### src/hdl/ssc_pkg.sv
`timescale 1ns / 1ps
// ----------------------------------------------------------------------------
// ssc_pkg
// Shared constants, register indexes and types for the signature scanner.
// ----------------------------------------------------------------------------
package ssc_pkg;

    localparam int DEF_MAX_PATTERN = 8;
    localparam int DEF_MAX_WINDOW  = 32;
    localparam int DEF_OFFSET_BITS = 20;

    localparam int BYTE_W      = 8;
    localparam int PAT_W       = 64;
    localparam int PLEN_W      = 4;
    localparam int CLEN_W      = 6;
    localparam int CFG_DATA_W  = 64;
    localparam int CFG_INDEX_W = 2;

    localparam logic [CLEN_W-1:0] CHECK_LENGTH_RESET = 6'd20;

    typedef enum logic [CFG_INDEX_W-1:0] {
        REG_PATTERN_BYTES  = 2'd0,
        REG_PATTERN_LENGTH = 2'd1,
        REG_CHECK_ENABLE   = 2'd2,
        REG_CHECK_LENGTH   = 2'd3
    } cfg_index_t;

    // Configuration as seen by the datapath, lengths already saturated
    typedef struct packed {
        logic [PAT_W-1:0]  pattern;
        logic [PLEN_W-1:0] plen;
        logic              chk_en;
        logic [CLEN_W-1:0] clen;
        logic [CLEN_W-1:0] delay;   // bytes from match start to newest byte
    } cfg_t;

    // Input stage status
    typedef struct packed {
        logic valid;
        logic last;
    } stage_t;

endpackage

### src/hdl/ssc_in_if.sv
`timescale 1ns / 1ps
// ----------------------------------------------------------------------------
// ssc_in_if
// Byte stream channel: one scanned byte per item plus end-of-region mark.
// ----------------------------------------------------------------------------
interface ssc_in_if;
    logic                        valid;
    logic                        ready;
    logic [ssc_pkg::BYTE_W-1:0]  data_byte;
    logic                        last_byte;

    modport source (output valid, output data_byte, output last_byte, input ready);
    modport sink   (input valid, input data_byte, input last_byte, output ready);
endinterface

### src/hdl/ssc_out_if.sv
`timescale 1ns / 1ps
// ----------------------------------------------------------------------------
// ssc_out_if
// Result channel: one item per region, found flag and match offset.
// ----------------------------------------------------------------------------
interface ssc_out_if #(
    parameter int OFFSET_BITS = ssc_pkg::DEF_OFFSET_BITS
);
    logic                   valid;
    logic                   ready;
    logic                   found;
    logic [OFFSET_BITS-1:0] match_offset;

    modport source (output valid, output found, output match_offset, input ready);
    modport sink   (input valid, input found, input match_offset, output ready);
endinterface

### src/hdl/signature_scan_with_checksum.sv
`timescale 1ns / 1ps
// ----------------------------------------------------------------------------
// signature_scan_with_checksum
// Byte pattern search per region with optional zero byte-sum qualification.
// ----------------------------------------------------------------------------
// Usage:
//   scan   : one byte per item; last_byte marks the final byte of a region.
//   result : one item per region, found with the match start offset at the
//            first qualifying match, or found clear at the region's last byte.
//   cfg_*  : write-only registers (pattern bytes, pattern length, check enable,
//            check length); write them while no item is in flight.
// Timing:
//   An accepted byte sits in the input stage register while the pattern
//   compare and byte-sum tree decide; any result it gives then enters the
//   output register. One byte per cycle sustained unless result stalls; the
//   single-pass compare/sum between the stage and result registers sets it.
// Reset clears the stage, the byte counter, the done flag and the result
// register; configuration returns to its reset values. The delay line holds
// stale bytes until refilled, which no candidate reads.
// When result is stalled the input stage keeps taking bytes that give no
// result; it holds only a byte whose result cannot enter the result register.
// ----------------------------------------------------------------------------
module signature_scan_with_checksum #(
    parameter int MAX_PATTERN = ssc_pkg::DEF_MAX_PATTERN,
    parameter int MAX_WINDOW  = ssc_pkg::DEF_MAX_WINDOW,
    parameter int OFFSET_BITS = ssc_pkg::DEF_OFFSET_BITS
) (
    input  logic                             clk,
    input  logic                             rst_n,
    input  logic                             cfg_we,
    input  logic [ssc_pkg::CFG_INDEX_W-1:0]  cfg_index,
    input  logic [ssc_pkg::CFG_DATA_W-1:0]   cfg_wdata,
    ssc_in_if.sink                           scan,
    ssc_out_if.source                        result
);

    ssc_pkg::cfg_t              cfg;
    ssc_pkg::stage_t            stage;
    logic [ssc_pkg::BYTE_W-1:0] taps [MAX_WINDOW];
    logic                       accept;
    logic                       advance;
    logic                       hit;
    logic                       done;
    logic [OFFSET_BITS-1:0]     start;
    logic [OFFSET_BITS-1:0]     count;

    assign scan.ready = !stage.valid || advance;
    assign accept     = scan.valid && scan.ready;

    ssc_cfg #(
        .MAX_PATTERN (MAX_PATTERN),
        .MAX_WINDOW  (MAX_WINDOW)
    ) u_cfg (
        .clk       (clk),
        .rst_n     (rst_n),
        .cfg_we    (cfg_we),
        .cfg_index (cfg_index),
        .cfg_wdata (cfg_wdata),
        .cfg       (cfg)
    );

    ssc_line #(
        .MAX_WINDOW (MAX_WINDOW)
    ) u_line (
        .clk       (clk),
        .rst_n     (rst_n),
        .accept    (accept),
        .advance   (advance),
        .data_byte (scan.data_byte),
        .last_byte (scan.last_byte),
        .stage     (stage),
        .taps      (taps)
    );

    ssc_match #(
        .MAX_WINDOW  (MAX_WINDOW),
        .OFFSET_BITS (OFFSET_BITS)
    ) u_match (
        .cfg   (cfg),
        .taps  (taps),
        .count (count),
        .done  (done),
        .hit   (hit),
        .start (start)
    );

    ssc_ctrl #(
        .OFFSET_BITS (OFFSET_BITS)
    ) u_ctrl (
        .clk        (clk),
        .rst_n      (rst_n),
        .stage      (stage),
        .hit        (hit),
        .start      (start),
        .out_ready  (result.ready),
        .advance    (advance),
        .count      (count),
        .done       (done),
        .out_valid  (result.valid),
        .out_found  (result.found),
        .out_offset (result.match_offset)
    );

endmodule

### src/hdl/ssc_cfg.sv
`timescale 1ns / 1ps
// ----------------------------------------------------------------------------
// ssc_cfg
// Configuration registers with length saturation and window delay derivation.
// ----------------------------------------------------------------------------
module ssc_cfg #(
    parameter int MAX_PATTERN = ssc_pkg::DEF_MAX_PATTERN,
    parameter int MAX_WINDOW  = ssc_pkg::DEF_MAX_WINDOW
) (
    input  logic                             clk,
    input  logic                             rst_n,
    input  logic                             cfg_we,
    input  logic [ssc_pkg::CFG_INDEX_W-1:0]  cfg_index,
    input  logic [ssc_pkg::CFG_DATA_W-1:0]   cfg_wdata,
    output ssc_pkg::cfg_t                    cfg
);

    logic [ssc_pkg::PAT_W-1:0]  pattern_reg;
    logic [ssc_pkg::PLEN_W-1:0] plen_reg;
    logic                       chk_en_reg;
    logic [ssc_pkg::CLEN_W-1:0] clen_reg;

    logic [ssc_pkg::PLEN_W-1:0] plen_sat;
    logic [ssc_pkg::CLEN_W-1:0] clen_sat;

    always_ff @(posedge clk or negedge rst_n)
    begin
        if (!rst_n)
        begin
            pattern_reg <= '0;
            plen_reg    <= '0;
            chk_en_reg  <= 1'b0;
            clen_reg    <= ssc_pkg::CHECK_LENGTH_RESET;
        end
        else if (cfg_we)
        begin
            case (ssc_pkg::cfg_index_t'(cfg_index))
                ssc_pkg::REG_PATTERN_BYTES:  pattern_reg <= cfg_wdata[ssc_pkg::PAT_W-1:0];
                ssc_pkg::REG_PATTERN_LENGTH: plen_reg    <= cfg_wdata[ssc_pkg::PLEN_W-1:0];
                ssc_pkg::REG_CHECK_ENABLE:   chk_en_reg  <= cfg_wdata[0];
                ssc_pkg::REG_CHECK_LENGTH:   clen_reg    <= cfg_wdata[ssc_pkg::CLEN_W-1:0];
                default:
                begin
                end
            endcase
        end
    end

    always_comb
    begin
        plen_sat = (int'(plen_reg) > MAX_PATTERN) ? ssc_pkg::PLEN_W'(MAX_PATTERN) : plen_reg;
        clen_sat = (int'(clen_reg) > MAX_WINDOW) ? ssc_pkg::CLEN_W'(MAX_WINDOW) : clen_reg;

        cfg.pattern = pattern_reg;
        cfg.plen    = plen_sat;
        cfg.chk_en  = chk_en_reg;
        cfg.clen    = clen_sat;
        // Pattern and check window share the start; with the check on the longer one sets the delay
        if (chk_en_reg && (clen_sat > ssc_pkg::CLEN_W'(plen_sat)))
            cfg.delay = clen_sat;
        else
            cfg.delay = ssc_pkg::CLEN_W'(plen_sat);
    end

endmodule

### src/hdl/ssc_line.sv
`timescale 1ns / 1ps
// ----------------------------------------------------------------------------
// ssc_line
// Input stage register and byte delay line, tap 0 holds the newest byte.
// ----------------------------------------------------------------------------
module ssc_line #(
    parameter int MAX_WINDOW = ssc_pkg::DEF_MAX_WINDOW
) (
    input  logic                        clk,
    input  logic                        rst_n,
    input  logic                        accept,
    input  logic                        advance,
    input  logic [ssc_pkg::BYTE_W-1:0]  data_byte,
    input  logic                        last_byte,
    output ssc_pkg::stage_t             stage,
    output logic [ssc_pkg::BYTE_W-1:0]  taps [MAX_WINDOW]
);

    logic [ssc_pkg::BYTE_W-1:0] line_reg [MAX_WINDOW];
    logic                       valid_reg;
    logic                       valid_next;
    logic                       last_reg;

    always_comb
    begin
        if (accept)
            valid_next = 1'b1;
        else if (advance)
            valid_next = 1'b0;
        else
            valid_next = valid_reg;
    end

    always_ff @(posedge clk or negedge rst_n)
    begin
        if (!rst_n)
            valid_reg <= 1'b0;
        else
            valid_reg <= valid_next;
    end

    always_ff @(posedge clk)
    begin
        if (accept)
        begin
            last_reg    <= last_byte;
            line_reg[0] <= data_byte;
            for (int k = 1; k < MAX_WINDOW; k++)
                line_reg[k] <= line_reg[k-1];
        end
    end

    assign stage.valid = valid_reg;
    assign stage.last  = last_reg;
    assign taps        = line_reg;

endmodule

### src/hdl/ssc_match.sv
`timescale 1ns / 1ps
// ----------------------------------------------------------------------------
// ssc_match
// Candidate evaluation: per-tap pattern compare and masked byte-sum tree.
// ----------------------------------------------------------------------------
module ssc_match #(
    parameter int MAX_WINDOW  = ssc_pkg::DEF_MAX_WINDOW,
    parameter int OFFSET_BITS = ssc_pkg::DEF_OFFSET_BITS
) (
    input  ssc_pkg::cfg_t               cfg,
    input  logic [ssc_pkg::BYTE_W-1:0]  taps [MAX_WINDOW],
    input  logic [OFFSET_BITS-1:0]      count,
    input  logic                        done,
    output logic                        hit,
    output logic [OFFSET_BITS-1:0]      start
);

    localparam int LV = (MAX_WINDOW > 1) ? $clog2(MAX_WINDOW) : 1;
    localparam int NP = 1 << LV;

    logic [ssc_pkg::BYTE_W-1:0] tree [LV+1][NP];
    logic [MAX_WINDOW-1:0]      pat_fail;
    logic [OFFSET_BITS-1:0]     received;
    logic                       evaluate;
    logic                       check_ok;

    // Tap j holds pattern byte delay-1-j when it lies in the pattern span
    always_comb
    begin
        logic [ssc_pkg::CLEN_W-1:0] diff;
        logic                       in_pat;
        for (int j = 0; j < MAX_WINDOW; j++)
        begin
            diff   = cfg.delay - ssc_pkg::CLEN_W'(j + 1);
            in_pat = (j < int'(cfg.delay)) && ((j + int'(cfg.plen)) >= int'(cfg.delay));
            pat_fail[j] = in_pat && (taps[j] != cfg.pattern[ssc_pkg::BYTE_W*diff[2:0] +: ssc_pkg::BYTE_W]);
        end
    end

    // Check window covers taps delay-clen .. delay-1; sum is mod 256
    always_comb
    begin
        tree = '{default: '0};
        for (int j = 0; j < MAX_WINDOW; j++)
        begin
            if (cfg.chk_en && (j < int'(cfg.delay)) && ((j + int'(cfg.clen)) >= int'(cfg.delay)))
                tree[0][j] = taps[j];
        end
        for (int l = 1; l <= LV; l++)
        begin
            for (int k = 0; k < (NP >> l); k++)
                tree[l][k] = tree[l-1][2*k] + tree[l-1][2*k+1];
        end
    end

    always_comb
    begin
        received = count + OFFSET_BITS'(1);
        evaluate = !done && (cfg.plen != '0) && (count != '1)
                   && (received >= OFFSET_BITS'(cfg.delay));
        check_ok = !cfg.chk_en || (tree[LV][0] == '0);
        hit      = evaluate && (pat_fail == '0) && check_ok;
        start    = received - OFFSET_BITS'(cfg.delay);
    end

endmodule

### src/hdl/ssc_ctrl.sv
`timescale 1ns / 1ps
// ----------------------------------------------------------------------------
// ssc_ctrl
// Region control: byte counter, done flag, result register and stage advance.
// ----------------------------------------------------------------------------
module ssc_ctrl #(
    parameter int OFFSET_BITS = ssc_pkg::DEF_OFFSET_BITS
) (
    input  logic                    clk,
    input  logic                    rst_n,
    input  ssc_pkg::stage_t         stage,
    input  logic                    hit,
    input  logic [OFFSET_BITS-1:0]  start,
    input  logic                    out_ready,
    output logic                    advance,
    output logic [OFFSET_BITS-1:0]  count,
    output logic                    done,
    output logic                    out_valid,
    output logic                    out_found,
    output logic [OFFSET_BITS-1:0]  out_offset
);

    logic [OFFSET_BITS-1:0] count_reg;
    logic [OFFSET_BITS-1:0] count_next;
    logic                   done_reg;
    logic                   done_next;
    logic                   out_valid_reg;
    logic                   out_valid_next;
    logic                   found_reg;
    logic [OFFSET_BITS-1:0] offset_reg;
    logic                   emit;
    logic                   slot_free;

    always_comb
    begin
        // One item per region: first hit, or the last byte if nothing was given
        emit      = stage.valid && (hit || (stage.last && !done_reg));
        slot_free = !out_valid_reg || out_ready;
        advance   = stage.valid && (!emit || slot_free);

        count_next     = count_reg;
        done_next      = done_reg;
        out_valid_next = out_valid_reg && !out_ready;
        if (advance)
        begin
            if (stage.last)
            begin
                count_next = '0;
                done_next  = 1'b0;
            end
            else
            begin
                if (count_reg != '1)
                    count_next = count_reg + OFFSET_BITS'(1);
                if (hit)
                    done_next = 1'b1;
            end
            if (emit)
                out_valid_next = 1'b1;
        end
    end

    always_ff @(posedge clk or negedge rst_n)
    begin
        if (!rst_n)
        begin
            count_reg     <= '0;
            done_reg      <= 1'b0;
            out_valid_reg <= 1'b0;
        end
        else
        begin
            count_reg     <= count_next;
            done_reg      <= done_next;
            out_valid_reg <= out_valid_next;
        end
    end

    always_ff @(posedge clk)
    begin
        if (advance && emit)
        begin
            found_reg  <= hit;
            offset_reg <= hit ? start : '0;
        end
    end

    assign count      = count_reg;
    assign done       = done_reg;
    assign out_valid  = out_valid_reg;
    assign out_found  = found_reg;
    assign out_offset = offset_reg;

endmodule

### src/flat_wrapper.sv
// flat-port wrapper written by rule: the top's interface ports become plain ports
module signature_scan_with_checksum_flat 
#(
    parameter int MAX_PATTERN = ssc_pkg::DEF_MAX_PATTERN,
    parameter int MAX_WINDOW  = ssc_pkg::DEF_MAX_WINDOW,
    parameter int OFFSET_BITS = ssc_pkg::DEF_OFFSET_BITS
)
  (clk, rst_n, cfg_we, cfg_index, cfg_wdata, scan_valid, scan_data_byte, scan_last_byte, scan_ready, result_valid, result_found, result_match_offset, result_ready);
  ssc_in_if scan_i ();
  ssc_out_if #(.OFFSET_BITS(OFFSET_BITS)) result_i ();
  input  logic clk;
  input  logic rst_n;
  input  logic cfg_we;
  input  logic [ssc_pkg::CFG_INDEX_W-1:0] cfg_index;
  input  logic [ssc_pkg::CFG_DATA_W-1:0] cfg_wdata;
  input wire logic [$bits(scan_i.valid)-1:0] scan_valid;
  input wire logic [$bits(scan_i.data_byte)-1:0] scan_data_byte;
  input wire logic [$bits(scan_i.last_byte)-1:0] scan_last_byte;
  output wire logic [$bits(scan_i.ready)-1:0] scan_ready;
  output wire logic [$bits(result_i.valid)-1:0] result_valid;
  output wire logic [$bits(result_i.found)-1:0] result_found;
  output wire logic [$bits(result_i.match_offset)-1:0] result_match_offset;
  input wire logic [$bits(result_i.ready)-1:0] result_ready;
  assign scan_i.valid = scan_valid;
  assign scan_i.data_byte = scan_data_byte;
  assign scan_i.last_byte = scan_last_byte;
  assign scan_ready = scan_i.ready;
  assign result_valid = result_i.valid;
  assign result_found = result_i.found;
  assign result_match_offset = result_i.match_offset;
  assign result_i.ready = result_ready;
  signature_scan_with_checksum #(.MAX_PATTERN(MAX_PATTERN), .MAX_WINDOW(MAX_WINDOW), .OFFSET_BITS(OFFSET_BITS)) u_core (.clk(clk), .rst_n(rst_n), .cfg_we(cfg_we), .cfg_index(cfg_index), .cfg_wdata(cfg_wdata), .scan(scan_i), .result(result_i));
endmodule
### config.mk
export PLATFORM = sky130hd
export DESIGN_NAME = signature_scan_with_checksum_flat
export DESIGN_NICKNAME = d
export VERILOG_FILES = /design/src/hdl/ssc_pkg.sv /design/src/hdl/ssc_in_if.sv /design/src/hdl/ssc_out_if.sv /design/src/hdl/signature_scan_with_checksum.sv /design/src/hdl/ssc_cfg.sv /design/src/hdl/ssc_line.sv /design/src/hdl/ssc_match.sv /design/src/hdl/ssc_ctrl.sv /design/src/flat_wrapper.sv
export SDC_FILE = /design/constraint.sdc
export NUM_CORES = 1
export LEC_CHECK = 0
export ABC_CLOCK_PERIOD_IN_PS = 27100
export BUFFER_PORTS_ARGS = -buffer_cell sky130_fd_sc_hd__buf_4
export CAP_MARGIN = 20
export CORE_MARGIN = 2
export CORE_UTILIZATION = 55
export DETAILED_ROUTE_END_ITERATION = 8
export PLACE_DENSITY_LB_ADDON = 0.1
export SYNTH_ARGS = -nofsm -noshare
export SYNTH_HDL_FRONTEND = slang
export SYNTH_SLANG_ARGS = --single-unit
export TNS_END_PERCENT = 20
### constraint.sdc
create_clock -name clk -period 27.1 [get_ports clk]
set_input_delay 5.42 -clock clk [delete_from_list [all_inputs] [get_ports clk]]
set_output_delay 5.42 -clock clk [all_outputs]
set_load 0.05 [all_outputs]
==> run_results.csv <==
group,metric,value,unit
layout,antenna_cells_inserted,0,
clock_network,tritoncts_sinks,376,
clock_network,clock_latency_reported_for_the_late_side_of_the_worst_skew_pair,0.60,ns
worst_setup_path,cpPeakStageDelay,0.90,ns
routing,firstDrtPassIters,5,
synthesis,syn_inst,3059,
layout,p_r_area_growth_vs_syn,10.5,%
worst_setup_path,worst-endpoint-required,21.68,ns
routing,finalWirelength,125000,um
floorplanning,rows,88,
timing,achievable_frequency,0.0468,GHz
synthesis,postSynth.asyncResetShare,26.1,%
floorplanning,floorplan.initialDensity,55.9,%
floorplanning,die_height,247,um
run_status,run_status,"complete, no violations",
routing,routedWlPerCell,31.5,um
layout,layout-drive-gt1-share,11.4,%
synthesis,ys_seq_area_share,33.4,%
timing,grt_setup_unrepaired,"false",
layout,fin_nets,3664,
timing,timing.final.setup_violations,0,
synthesis,synth-main-ff-cell,"sky130_fd_sc_hd__edfxtp_1",
timing,final.period_utilization,78.8,%
placement,input_output_buffers,102,
layout,fill_cells,4803,
floorplanning,fp.dieArea,0.0608,mm^2
grt,grt_remaining_overflow,0,
grt,global_route_met3_utilization,9.20,%
routing,antenna_left,0,
worst_setup_path,critical_path_arrival,15.94,ns
synthesis,synthTopCellsByArea,"sky130_fd_sc_hd__edfxtp_1 26%, sky130_fd_sc_hd__fa_1 11%, sky130_fd_sc_hd__xnor2_1 9.2%, sky130_fd_sc_hd__ha_1 8.4%, sky130_fd_sc_hd__dfrtp_1 7.4%",
clock_network,max-clock-path-buffers,3,
routing,post-route-drc-count,0,
worst_hold_path,worst_hold_class,"flip-flop to flip-flop",
worst_setup_path,critical_path.slowest_cell,"sky130_fd_sc_hd__nand2b_1",
clock_network,cts_h_tree_depth,2,
clock_network,cts_buffers,44,
grt,grt_util_met2,62.8,%
floorplanning,io_pins,103,
worst_setup_path,cp_max_fo,39,
layout,largest_register_ffs,256,
clock_network,postCtsResizedCells,0,
synthesis,yosysTopAreaCell,"sky130_fd_sc_hd__edfxtp_1",
timing,tightestPinTransition,1.27,ns
grt,antenna_found_initial,1,
floorplanning,die-width,247,um
clock_network,path_clk_slew,0.07,ns
grt,grt_pass1_wl,179000,um
timing,slew_headroom,14.6,%
worst_setup_path,cp-start-kind,"flip-flop",
routing,vias,26100,
worst_setup_path,crit_path_frequent_cell,"sky130_fd_sc_hd__fa_1",
synthesis,synth_area,0.0324,mm^2
worst_hold_path,min_delay_path_depth,0,
placement,post-dp-hpwl,101000,um
clock_network,tritoncts,"built",
synthesis,ys_ff_latch,376,
synthesis,synth-edff-count,278,
grt,global_route.usage.met1,56.2,%
timing,hold_violations,0,
job,cap_viol_max_count,0,
layout,final_cell_count_no_fill,3981,
routing,drt_iter0_drc,3413,
grt,largest_net_degree_at_the_start_of_global_routing,113,
timing,totalNegativeSetupSlack,0,ns
clock_network,cts_root_buffer,"sky130_fd_sc_hd__clkbuf_16",
synthesis,syn-mean-instance-area,10.6,um^2
worst_setup_path,type_of_element_capturing_the_critical_path,"output port",
grt,grt_busiest_layer,"met2",
synthesis,synth-warning-count,0,
synthesis,synth.distinct_cells,90,
clock_network,postCtsSetupBuffers,0,
timing,finalMaxSlewViolations,0,
worst_setup_path,r2r_cells,46,
grt,grt_use_total,41.7,%
routing,routed_via_density,6.55,
floorplanning,core,0.0579,mm^2
synthesis,synth_top_area_share,25.8,%
grt,number_of_global_route_vias_before_repair,25700,
clock_network,cts_hold_buffers,0,
worst_setup_path,worst-setup-path-type,"flip-flop to output port",
synthesis,post-synth-top-count-cell,"sky130_fd_sc_hd__xnor2_1",
timing,fin_skew,0.0214,ns
timing,period_needed,21.36,ns
placement,place.detailed.instances,3900,
placement,routabilityCongestion,1.07,
synthesis,synthTopCellsByCount,"339 x sky130_fd_sc_hd__xnor2_1, 333 x sky130_fd_sc_hd__nand2_1, 278 x sky130_fd_sc_hd__edfxtp_1",
critical path, delay by kind of cell (launching register included):
| family | cells | cell delay (ns) |
|---|---|---|
| AO/OA/AOI/OAI | 12 | 3.02 |
| XOR/XNOR | 5 | 1.31 |
| adder cells (fa/ha/maj) | 11 | 5.45 |
| buffers and inverters | 6 | 1.76 |
| flip-flops | 1 | 0.32 |
| AND/OR/NAND/NOR | 10 | 3.41 |
layout by cell type (no fill, tap or decap), types with 7 or more instances in the layout:
cell / n
sky130_fd_sc_hd__nand2_1: 332
sky130_fd_sc_hd__mux2i_2: 15
sky130_fd_sc_hd__xor2_1: 134
sky130_fd_sc_hd__a21boi_0: 8
sky130_fd_sc_hd__o21bai_1: 15
sky130_fd_sc_hd__nor4_2: 7
sky130_fd_sc_hd__clkinv_2: 8
sky130_fd_sc_hd__o21a_1: 18
sky130_fd_sc_hd__edfxtp_1: 278
sky130_fd_sc_hd__dfrtp_1: 96
sky130_fd_sc_hd__fa_1: 184
sky130_fd_sc_hd__a21oi_1: 101
sky130_fd_sc_hd__a22o_1: 17
sky130_fd_sc_hd__nor3_1: 24
sky130_fd_sc_hd__nand3_1: 22
sky130_fd_sc_hd__o21ai_0: 88
sky130_fd_sc_hd__and2_1: 68
sky130_fd_sc_hd__inv_1: 188
sky130_fd_sc_hd__o31ai_1: 8
sky130_fd_sc_hd__clkbuf_16: 48
sky130_fd_sc_hd__o211ai_1: 10
sky130_fd_sc_hd__mux2i_1: 98
sky130_fd_sc_hd__mux2_2: 47
sky130_fd_sc_hd__a31oi_1: 16
sky130_fd_sc_hd__a21o_1: 33
sky130_fd_sc_hd__buf_4: 173
sky130_fd_sc_hd__nand4_1: 62
sky130_fd_sc_hd__and3_1: 11
sky130_fd_sc_hd__ha_1: 217
sky130_fd_sc_hd__nor2b_1: 31
sky130_fd_sc_hd__nand2b_1: 19
sky130_fd_sc_hd__conb_1: 12
sky130_fd_sc_hd__xnor2_1: 339
sky130_fd_sc_hd__nor2_1: 81
sky130_fd_sc_hd__nor4_1: 69
sky130_fd_sc_hd__nor4_4: 12
sky130_fd_sc_hd__clkbuf_1: 14
sky130_fd_sc_hd__a211oi_1: 181
sky130_fd_sc_hd__or3_1: 8
cell type report:
cell class                 instances  area (um^2)  share of cell area, %
multi-input combinational       2391        20500                   57.3
sequential                       376        10800                   30.2
timing repair buffer             174         1330                   3.71
clock buffer                      67         1320                   3.70
tap                              765          957                   2.68
inverter                         195          737                   2.06
clock inverter                    13          110                  0.308
worst paths after layout:
kind                                                from                      endpoint  slack (ns)
worst max-delay path            u_core.u_cfg.clen_reg[5]                    scan_ready        5.74
worst max register to register  u_core.u_cfg.clen_reg[5]       u_core.u_line.taps[252]        8.56
max in group asynchronous                          rst_n  u_core.u_cfg.pattern_reg[25]       21.09
min in group asynchronous                          rst_n  u_core.u_cfg.pattern_reg[11]        4.84
worst min register to register   u_core.u_line.taps[199]       u_core.u_line.taps[191]        0.50
worst min-delay path             u_core.u_line.taps[199]       u_core.u_line.taps[191]        0.50
cell families (layout without fill, tap and decap cells):
logic type      after synthesis  count (layout)  synth area share (%)
other cells                   2              12                0.0232
xor+xnor                    480             480                  13.3
mux                         165             165                  5.58
flops                       376             376                  33.4
fa+ha+maj                   404             404                  19.9
simple gates                775             775                  12.0
buf+inv                     302             449                  4.06
compound gates              555             555                  11.7
metrics by stage:
stage / utilization, % / cell area (um^2) / setup slack (ns) / hold slack, ns
after floorplan: - / 32400 / 8.33 / 0.462
after global routing: 61.8 / 35800 / 5.09 / 0.509
final: 61.8 / 35800 / 5.74 / 0.497
after CTS: 61.7 / 35700 / 5.96 / 0.499
after detailed placement: 59.2 / 34300 / 6.60 / 0.484
after global placement: 59.2 / 34300 / 7.02 / 0.475
routing by layer:
metal	part of all wire, %	vias to the layer above
met5	0	-
met4	6.5	0
met3	11	347
met2	43	1717
met1	39	12900
li1	-	11100
Power is not shown: default switching activity piles up to over one toggle a cycle in this logic, so the estimate is an artifact.
